<file path="src/mfd_pkg.sv">
// ----------------------------------------------------------------------------
// Motor feedback frame decoder package
// Shared constants, register codes and the frame descriptor type.
// ----------------------------------------------------------------------------
package mfd_pkg;

  // Frame layout: bytes 0 to 8 are stored, byte 9 is the check byte.
  localparam int FRAME_STORE = 9;
  localparam int BYTE_IDX_W  = $clog2(FRAME_STORE + 1);
  localparam logic [BYTE_IDX_W-1:0] CHECK_INDEX = BYTE_IDX_W'(FRAME_STORE);

  // Configuration port.
  localparam int CFG_INDEX_W = 2;
  localparam int CFG_DATA_W  = 8;
  localparam logic [CFG_INDEX_W-1:0] REG_CRC_POLYNOMIAL  = 2'd0;
  localparam logic [CFG_INDEX_W-1:0] REG_FEEDBACK_FORMAT = 2'd1;
  localparam logic [7:0] CRC_POLY_RESET = 8'h8C;

  // Default depth of the queue between the byte front end and the decode back end.
  localparam int QUEUE_DEPTH_DEFAULT = 2;

  // Position scaling, full circle is 360 degrees in Q9.7.
  localparam logic [15:0] POS_FULL_Q7 = 16'd46080;
  // Standard frame: round(n * 46080 / 32767) = floor((n * 46080 + 16383) / 32767).
  localparam logic [15:0] STD_MUL     = 16'd46080;
  localparam logic [14:0] STD_ROUND   = 15'd16383;
  localparam logic [16:0] STD_DIV     = 17'd32767;
  localparam logic [16:0] STD_DIV2    = 17'd65534;
  localparam logic [15:0] STD_NEG_OFS = 16'd32769;
  // Extended frame: round(b * 3072 / 17) = floor((b * 3072 + 8) / 17), and the
  // division by 17 is an exact multiply by ceil(2^24 / 17) over this range.
  localparam logic [19:0] EXT_ROUND   = 20'd8;
  localparam logic [19:0] EXT_RECIP   = 20'd986896;

  typedef struct packed {
    logic            crc_ok;
    logic            ext_format;
    logic [8:0][7:0] bytes;
  } mfd_frame_t;

endpackage

</file>
<file path="src/mfd_front.sv">
// ----------------------------------------------------------------------------
// Motor feedback frame decoder, byte front end
// Takes received bytes, folds them into the CRC, stores the frame and hands
// a complete frame to the queue on its check byte.
// ----------------------------------------------------------------------------
module mfd_front import mfd_pkg::*; (
  input  logic             clk,
  input  logic             rst,
  input  logic             in_valid,
  output logic             in_ready,
  input  logic [7:0]       rx_byte,
  input  logic             frame_reset,
  input  logic [7:0]       crc_polynomial,
  input  logic             feedback_format,
  input  logic             queue_full,
  output logic             push,
  output mfd_frame_t       push_frame
);

  logic [BYTE_IDX_W-1:0] byte_count;
  logic [7:0]            running_crc;
  logic [7:0]            frame_bytes [FRAME_STORE];

  logic                  accept;
  logic [BYTE_IDX_W-1:0] eff_count;
  logic [7:0]            eff_crc;
  logic [7:0]            crc_next;

  // Reflected CRC-8, one data bit per step, LSB first.
  function automatic logic [7:0] crc_fold(input logic [7:0] crc_in,
                                          input logic [7:0] data,
                                          input logic [7:0] poly);
    logic [7:0] crc;
    logic       mix;
    crc = crc_in;
    for (int b = 0; b < 8; b++) begin
      mix = crc[0] ^ data[b];
      crc = {1'b0, crc[7:1]};
      if (mix) begin
        crc = crc ^ poly;
      end
    end
    return crc;
  endfunction

  assign in_ready  = !queue_full;
  assign accept    = in_valid && in_ready;
  assign eff_count = frame_reset ? '0 : byte_count;
  assign eff_crc   = frame_reset ? '0 : running_crc;
  assign crc_next  = crc_fold(eff_crc, rx_byte, crc_polynomial);
  assign push      = accept && (eff_count >= CHECK_INDEX);

  always_comb begin
    push_frame.crc_ok     = (rx_byte == eff_crc);
    push_frame.ext_format = feedback_format;
    for (int i = 0; i < FRAME_STORE; i++) begin
      push_frame.bytes[i] = frame_bytes[i];
    end
  end

  always_ff @(posedge clk) begin
    if (rst) begin
      byte_count  <= '0;
      running_crc <= '0;
    end else if (accept) begin
      if (eff_count < CHECK_INDEX) begin
        byte_count  <= eff_count + 1'b1;
        running_crc <= crc_next;
      end else begin
        byte_count  <= '0;
        running_crc <= '0;
      end
    end
  end

  always_ff @(posedge clk) begin
    if (accept && (eff_count < CHECK_INDEX)) begin
      frame_bytes[eff_count] <= rx_byte;
    end
  end

  a_count_range: assert property (@(posedge clk) disable iff (rst)
    byte_count <= CHECK_INDEX)
    else $error("byte counter ran past the check byte");

endmodule

</file>
<file path="src/mfd_queue.sv">
// ----------------------------------------------------------------------------
// Motor feedback frame decoder, frame queue
// Short first-in first-out queue of complete frames between front and back.
// ----------------------------------------------------------------------------
module mfd_queue import mfd_pkg::*; #(
  parameter int DEPTH = QUEUE_DEPTH_DEFAULT
) (
  input  logic       clk,
  input  logic       rst,
  input  logic       push,
  input  mfd_frame_t push_frame,
  output logic       full,
  input  logic       pop,
  output logic       head_valid,
  output mfd_frame_t head_frame
);

  localparam int PTR_W = $clog2(DEPTH);
  localparam int CNT_W = $clog2(DEPTH + 1);
  localparam logic [PTR_W-1:0] PTR_LAST = PTR_W'(DEPTH - 1);
  localparam logic [CNT_W-1:0] CNT_FULL = CNT_W'(DEPTH);

  mfd_frame_t       entries [DEPTH];
  logic [PTR_W-1:0] wr_ptr;
  logic [PTR_W-1:0] rd_ptr;
  logic [CNT_W-1:0] count;

  assign full       = (count == CNT_FULL);
  assign head_valid = (count != '0);
  assign head_frame = entries[rd_ptr];

  always_ff @(posedge clk) begin
    if (rst) begin
      wr_ptr <= '0;
      rd_ptr <= '0;
      count  <= '0;
    end else begin
      if (push) begin
        wr_ptr <= (wr_ptr == PTR_LAST) ? '0 : wr_ptr + 1'b1;
      end
      if (pop) begin
        rd_ptr <= (rd_ptr == PTR_LAST) ? '0 : rd_ptr + 1'b1;
      end
      if (push && !pop) begin
        count <= count + 1'b1;
      end else if (pop && !push) begin
        count <= count - 1'b1;
      end
    end
  end

  always_ff @(posedge clk) begin
    if (push) begin
      entries[wr_ptr] <= push_frame;
    end
  end

  a_no_overflow: assert property (@(posedge clk) disable iff (rst)
    push |-> (!full || pop))
    else $error("frame pushed into a full queue");

  a_no_underflow: assert property (@(posedge clk) disable iff (rst)
    pop |-> head_valid)
    else $error("frame popped from an empty queue");

endmodule

</file>
<file path="src/mfd_back.sv">
// ----------------------------------------------------------------------------
// Motor feedback frame decoder, decode back end
// Two-stage pipeline: scales the position by constant reciprocals and
// drives the registered result word.
// ----------------------------------------------------------------------------
module mfd_back import mfd_pkg::*; (
  input  logic               clk,
  input  logic               rst,
  input  logic               head_valid,
  input  mfd_frame_t         head_frame,
  output logic               pop,
  output logic               out_valid,
  input  logic               out_ready,
  output logic               crc_ok,
  output logic [7:0]         motor_id,
  output logic [7:0]         motor_mode,
  output logic signed [15:0] current_raw,
  output logic signed [15:0] velocity_raw,
  output logic [15:0]        position_deg_q7,
  output logic [7:0]         temperature,
  output logic [7:0]         fault_byte
);

  logic        s1_valid;
  mfd_frame_t  s1_frame;
  logic [30:0] s1_std_y;
  logic [39:0] s1_ext_prod;

  logic        out_free;
  logic        s1_adv;
  logic [15:0] raw_pos;
  logic [15:0] raw_wrapped;
  logic [14:0] std_n;
  logic [30:0] std_y;
  logic [19:0] ext_v;
  logic [39:0] ext_prod;
  logic [15:0] std_q0;
  logic [16:0] std_r0;
  logic [15:0] std_pos;
  logic [15:0] ext_pos;

  assign out_free = !out_valid || out_ready;
  assign s1_adv   = s1_valid && out_free;
  assign pop      = head_valid && (!s1_valid || s1_adv);

  // Stage 1: negative positions wrap by a full turn. The most negative code
  // is the only one still negative after the wrap, and it saturates to zero.
  always_comb begin
    raw_pos     = {head_frame.bytes[6], head_frame.bytes[7]};
    raw_wrapped = raw_pos - STD_NEG_OFS;
    std_n       = raw_pos[15] ? (raw_wrapped[15] ? 15'd0 : raw_wrapped[14:0])
                              : raw_pos[14:0];
    std_y       = 31'(std_n) * 31'(STD_MUL) + 31'(STD_ROUND);
    ext_v       = 20'({head_frame.bytes[7], 11'b0}) + 20'({head_frame.bytes[7], 10'b0})
                  + EXT_ROUND;
    ext_prod    = ext_v * EXT_RECIP;
  end

  // Stage 2: divide by 32767 as a shift by 15 plus the carried quotient,
  // then at most two correction steps.
  always_comb begin
    std_q0  = s1_std_y[30:15];
    std_r0  = {2'b0, s1_std_y[14:0]} + {1'b0, std_q0};
    std_pos = std_q0 + 16'(std_r0 >= STD_DIV) + 16'(std_r0 >= STD_DIV2);
    ext_pos = s1_ext_prod[39:24];
  end

  always_ff @(posedge clk) begin
    if (rst) begin
      s1_valid  <= 1'b0;
      out_valid <= 1'b0;
    end else begin
      if (pop) begin
        s1_valid <= 1'b1;
      end else if (s1_adv) begin
        s1_valid <= 1'b0;
      end
      if (out_free) begin
        out_valid <= s1_valid;
      end
    end
  end

  always_ff @(posedge clk) begin
    if (pop) begin
      s1_frame    <= head_frame;
      s1_std_y    <= std_y;
      s1_ext_prod <= ext_prod;
    end
    if (s1_adv) begin
      crc_ok          <= s1_frame.crc_ok;
      motor_id        <= s1_frame.bytes[0];
      motor_mode      <= s1_frame.bytes[1];
      current_raw     <= {s1_frame.bytes[2], s1_frame.bytes[3]};
      velocity_raw    <= {s1_frame.bytes[4], s1_frame.bytes[5]};
      position_deg_q7 <= s1_frame.ext_format ? ext_pos : std_pos;
      temperature     <= s1_frame.ext_format ? s1_frame.bytes[6] : 8'd0;
      fault_byte      <= s1_frame.bytes[8];
    end
  end

  a_pos_range: assert property (@(posedge clk) disable iff (rst)
    out_valid |-> (position_deg_q7 <= POS_FULL_Q7))
    else $error("decoded position beyond a full turn");

  a_stage_hold: assert property (@(posedge clk) disable iff (rst)
    (s1_valid && !s1_adv) |=> s1_valid)
    else $error("stalled decode stage lost its frame");

endmodule

</file>
<file path="src/motor_feedback_frame_decoder_top.sv">
// ----------------------------------------------------------------------------
// Motor feedback frame decoder
// Decodes 10-byte motor feedback frames with a CRC-8 check and scaled position.
// ----------------------------------------------------------------------------
// The block takes one received byte per clock on the input channel while
// the frame queue has room, and produces one result word for every tenth
// byte of a frame, carrying the CRC check, the raw frame fields and the
// position in Q9.7 degrees. Throughput is one byte per cycle, set by the
// byte front end, which folds a whole byte into the reflected CRC-8 at once.
// After its check byte is accepted, a frame is written into the frame queue,
// leaves it into the multiply stage and has its quotient corrected into the
// output register. The frame queue holds QUEUE_DEPTH complete frames, so
// the front end keeps taking bytes while the output waits; only when the
// queue is full does the input see ready low. Setting frame_reset with a
// byte drops any partial frame and makes that byte the first of a new one.
// The two configuration registers are written through their own channel,
// which is always ready; a write to an unknown index is ignored. The
// polynomial is applied to each byte as it is taken, and the frame format
// is sampled with the check byte.
// ----------------------------------------------------------------------------
module motor_feedback_frame_decoder_top import mfd_pkg::*; #(
  parameter int QUEUE_DEPTH = QUEUE_DEPTH_DEFAULT
) (
  input  logic                   clk,
  input  logic                   rst,
  // Received byte channel.
  input  logic                   in_valid,
  output logic                   in_ready,
  input  logic [7:0]             rx_byte,
  input  logic                   frame_reset,
  // Decoded frame channel.
  output logic                   out_valid,
  input  logic                   out_ready,
  output logic                   crc_ok,
  output logic [7:0]             motor_id,
  output logic [7:0]             motor_mode,
  output logic signed [15:0]     current_raw,
  output logic signed [15:0]     velocity_raw,
  output logic [15:0]            position_deg_q7,
  output logic [7:0]             temperature,
  output logic [7:0]             fault_byte,
  // Configuration write channel.
  input  logic                   cfg_valid,
  output logic                   cfg_ready,
  input  logic [CFG_INDEX_W-1:0] cfg_index,
  input  logic [CFG_DATA_W-1:0]  cfg_data
);

  logic [7:0] polynomial;
  logic       feedback_format;
  logic       queue_full;
  logic       push;
  mfd_frame_t push_frame;
  logic       pop;
  logic       head_valid;
  mfd_frame_t head_frame;

  // The configuration registers take every write in the cycle it is offered.
  assign cfg_ready = 1'b1;

  always_ff @(posedge clk) begin
    if (rst) begin
      polynomial      <= CRC_POLY_RESET;
      feedback_format <= 1'b0;
    end else if (cfg_valid && cfg_ready) begin
      case (cfg_index)
        REG_CRC_POLYNOMIAL: begin
          polynomial <= cfg_data[7:0];
        end
        REG_FEEDBACK_FORMAT: begin
          feedback_format <= cfg_data[0];
        end
        default: begin
        end
      endcase
    end
  end

  // The front end folds bytes into the CRC and stores the frame; on the
  // check byte it pushes the whole frame into the queue.
  mfd_front u_front (
    .clk             (clk),
    .rst             (rst),
    .in_valid        (in_valid),
    .in_ready        (in_ready),
    .rx_byte         (rx_byte),
    .frame_reset     (frame_reset),
    .crc_polynomial  (polynomial),
    .feedback_format (feedback_format),
    .queue_full      (queue_full),
    .push            (push),
    .push_frame      (push_frame)
  );

  mfd_queue #(
    .DEPTH (QUEUE_DEPTH)
  ) u_queue (
    .clk        (clk),
    .rst        (rst),
    .push       (push),
    .push_frame (push_frame),
    .full       (queue_full),
    .pop        (pop),
    .head_valid (head_valid),
    .head_frame (head_frame)
  );

  // The back end scales the position and holds the result word until it is
  // taken, independent of the byte stream.
  mfd_back u_back (
    .clk             (clk),
    .rst             (rst),
    .head_valid      (head_valid),
    .head_frame      (head_frame),
    .pop             (pop),
    .out_valid       (out_valid),
    .out_ready       (out_ready),
    .crc_ok          (crc_ok),
    .motor_id        (motor_id),
    .motor_mode      (motor_mode),
    .current_raw     (current_raw),
    .velocity_raw    (velocity_raw),
    .position_deg_q7 (position_deg_q7),
    .temperature     (temperature),
    .fault_byte      (fault_byte)
  );

  // A cycle in reset always leaves the polynomial register at its reset value.
  a_poly_reset: assert property (@(posedge clk)
    rst |=> (polynomial == CRC_POLY_RESET))
    else $error("polynomial register not at its reset value");

endmodule

</file>
<file path="config.mk">
export PLATFORM = sky130hd
export DESIGN_NAME = motor_feedback_frame_decoder_top
export DESIGN_NICKNAME = d
export VERILOG_FILES = /design/src/mfd_pkg.sv /design/src/mfd_front.sv /design/src/mfd_queue.sv /design/src/mfd_back.sv /design/src/motor_feedback_frame_decoder_top.sv
export SDC_FILE = /design/constraint.sdc
export NUM_CORES = 1
export LEC_CHECK = 0
export BUFFER_PORTS_ARGS = -buffer_cell sky130_fd_sc_hd__buf_4
export CAP_MARGIN = 20
export CORE_MARGIN = 1.5
export CORE_UTILIZATION = 50
export CTS_BUF_LIST = sky130_fd_sc_hd__clkbuf_2 sky130_fd_sc_hd__clkbuf_4 sky130_fd_sc_hd__clkbuf_8
export CTS_CLUSTER_DIAMETER = 30
export DETAILED_ROUTE_END_ITERATION = 6
export PLACE_DENSITY = 0.74
export SLEW_MARGIN = 40
export SYNTH_ARGS = -nofsm -noshare
export SYNTH_HDL_FRONTEND = slang
export SYNTH_SLANG_ARGS = --single-unit
</file>
<file path="constraint.sdc">
create_clock -name clk -period 10.3 [get_ports clk]
set_input_delay 0.515 -clock clk [delete_from_list [all_inputs] [get_ports clk]]
set_output_delay 0.515 -clock clk [all_outputs]
set_load 0.05 [all_outputs]
</file>
==> summary.md <==
| Metric | Value |
|---|---|
| Status | `completed` |
| Syn Nets | `1965` |
| Worst min path class | `input pin to register` |
| Slowest stage cell, crit path | `dfxtp_4` |
| Vias | `13300` |
| YS warnings | `0` |
| Number of nets in the layout | `between 2000 and 2500` |
| Crit path max fanout | `42` |
| Iter 0 DRT Violations | `860` |
| First-pass GRT wire length | `68.5 mm` |
| ANT nets after route | `0` |
| Commonest register cell after synthesis | `edfxtp_1` |
| Final Max Slew Viols | `0` |
| Worst clock skew | `0.0635 ns` |
| Synthesis-stage register bit count | `432` |
| GRT Resource Usage Total | `0.188` |
| Final Critical Period | `a little under 9 ns` |
| Setup_tns | `0 ns` |
| Syn Inst Count | `approximately 1700` |
| CTS Sinks | `432` |
| Antenna violations before repair | `0` |
| I/O pin total | `108` |
| WS Path Type | `register to register` |
| Crit path top cell by count | `ha_1` |
| Worst hold slack | `0.0743 ns` |
| Die width | `215 µm` |
| # DRC | `0` |
| Crit. path cell count | `28` |
| # Post-CTS Setup Buffers | `0` |
| Syn avg cell area | `13.2 µm²` |
| Post-Syn Area | `0.0225 mm²` |
| Vias in the first global route | `13400` |
| Synth unique cells | `79` |
| Hold buffers post-CTS | `2` |
| Clk slew on worst S/H paths | `0.06 ns` |
| Die extent in y | `approximately 220 µm` |
| Routed vias/inst | `5.26` |
| H-tree depth | `3` |
| Worst setup EP type | `register` |
| Final worst setup slack | `1.66 ns` |
| 1st-pass router iterations | `7` |
| Max Cap Viol | `0` |
| Layout cells sized above 1 | `0.183` |
| Die area | `0.0463 mm²` |
| Slew @ Worst Pin | `0.790 ns` |
| CTS Buf Count | `between 80 and 90` |
| Crit path arrival time | `9.01 ns` |
| Final period util | `0.839` |
| Crit path buffers/inverters | `2` |
| Most common cell after layout, fill and taps aside | `edfxtp_1` |
| Sequential fraction of the synthesis area | `0.564` |
| Dpl hpwl | `30.2 mm` |
| Dpl ws | `1.46 ns` |
| Largest net degree at the start of global routing | `79` |
| DR WL/cell | `17.1 µm` |
| Core area | `0.0443 mm²` |
| Commonest cells after routing, fill and taps aside | `edfxtp_1, inv_1, ha_1` |
| CTS max path bufs | `3` |
| Number of flops mapped to enable cells by yosys | `a little over 400` |
| Gpl congestion | `0.900` |
| CP max stage delay | `0.73 ns` |
| Starting Density | `0.508` |
| Depth of the worst register-to-register path | `28` |
| FMAX | `116 MHz` |
| Routed Wire Length | `43.1 mm` |
| Crit path required time | `10.67 ns` |
| Grt ovf | `0` |
| Final setup vio count | `0` |
| RSZ-0062 raised after global routing | `false` |
| Root buf cell | `clkbuf_8` |
| CTS tree | `built` |
| RR Endpoint | `u_back.s1_std_y[29]$_DFFE_PP_` |
| CP startpoint kind | `register` |
| CP delay by family, top | `compound AO/OA/AOI/OAI gates` |
| Slew headroom | `0.473` |
| Critical Path End | `u_back.s1_std_y[29]$_DFFE_PP_` |
| Area growth from synthesis to layout | `14.4%` |
| Ys async rst share | `0` |
| Post_cts resized | `0` |
| Row count | `77` |
| Final Hold Violating Endpoints | `0` |
| Worst-Skew Late Latency | `0.68 ns` |
| R2R setup slack | `1.66 ns` |
| IO buf count | `106` |
## synthesized netlist by cell type (all sizes together) (19+ instances only)
master	number	area share
xor2	46	0.019
mux2i	21	0.0093
nor2	103	0.017
mux2	61	0.031
a21oi	56	0.012
nand3	31	0.0069
nand2	101	0.017
dfxtp	28	0.025
nor3	27	0.0060
inv	179	0.030
ha	176	0.098
a21o	20	0.0067
xnor2	84	0.035
clkbuf	33	0.0056
fa	55	0.049
edfxtp	404	0.54
nor2b	19	0.0053
o21ai	50	0.012
## worst register-to-register path: cells and delay by family, from the launching register on
kind | cells | cell delay (ns)
xor+xnor | 2 | 0.37
compound gates | 11 | 2.87
mux | 1 | 0.58
flops | 1 | 0.73
buf+inv | 2 | 0.09
fa+ha+maj | 6 | 1.99
simple gates | 6 | 1.69
## logic make-up (layout without fill, tap and decap cells)
kind of cell | after synthesis | count (layout) | share of synthesized area
AND/OR/NAND/NOR | 375 | 375 | 0.0819
flip-flops | 432 | 432 | 0.564
buffers and inverters | 228 | 448 | 0.0395
AO/OA/AOI/OAI | 223 | 223 | 0.0661
XOR/XNOR | 138 | 138 | 0.0620
adder cells (fa/ha/maj) | 231 | 231 | 0.147
multiplexers | 82 | 82 | 0.0398
other | 1 | 2 | 0.000167
## cell type report
class,instances,area (µm²)
inverter,179,674
fill,3514,18600
multi-input combinational,1050,8980
timing repair buffer,123,952
antenna,1,2.50
tap,592,741
clock buffer,102,1290
sequential,432,12700
clock inverter,44,419
## stage by stage
| stage | instances | utilization | cell area [µm²] |
|---|---|---|---|
| floorplan | 1710 | - | 22500 |
| global placement | 2373 | 0.541 | 24000 |
| detailed placement | 2374 | 0.541 | 24000 |
| CTS | 2522 | 0.580 | 25700 |
| global route | 2522 | 0.581 | 25800 |
| finish | 2523 | 0.581 | 25800 |
## worst min path at each step
stage / startpoint / to / cells past startpoint
2_1_floorplan: u_back.s1_frame[73]$_DFFE_PP_ / u_back.crc_ok$_DFFE_PP_ / 0
3_3_place_gp: u_back.s1_frame[39]$_DFFE_PP_ / u_back.velocity_raw[15]$_DFFE_PP_ / 0
3_5_place_dp: u_back.s1_frame[2]$_DFFE_PP_ / u_back.motor_id[2]$_DFFE_PP_ / 0
4_1_cts: cfg_data[1] / polynomial[1]$_SDFFE_PP0P_ / 3
5_1_grt: cfg_data[3] / polynomial[3]$_SDFFE_PP1P_ / 2
6_report: cfg_data[3] / polynomial[3]$_SDFFE_PP1P_ / 2
## registers in the layout, indices dropped and copies added, names as in the netlist, named ones only
signal,flops
polynomial,8
u_front.frame_bytes,72
u_queue.wr_ptr,1
u_queue.entries,148
u_back.motor_mode,8
u_back.position_deg_q7,16
u_back.crc_ok,1
u_back.s1_valid,1
u_back.s1_frame,66
u_back.out_valid,1
u_back.fault_byte,8
u_queue.rd_ptr,1
u_front.running_crc,8
u_queue.count,2
u_back.temperature,8
u_back.motor_id,8
u_front.byte_count,4
u_back.current_raw,16
u_back.s1_std_y,21
feedback_format,1
u_back.velocity_raw,16
u_back.s1_ext_prod,16
## metal layers
metal,GRT usage,up-vias,part of all wire
met3,0.0406,77,0.047
met2,0.331,311,0.51
met5,0,-,0
met1,0.226,6426,0.41
met4,0.0732,0,0.026
li1,-,6462,-
Power is left out: the tool's default activity adds up to more than one toggle a clock period on the data nets, which glitch-free logic cannot reach.
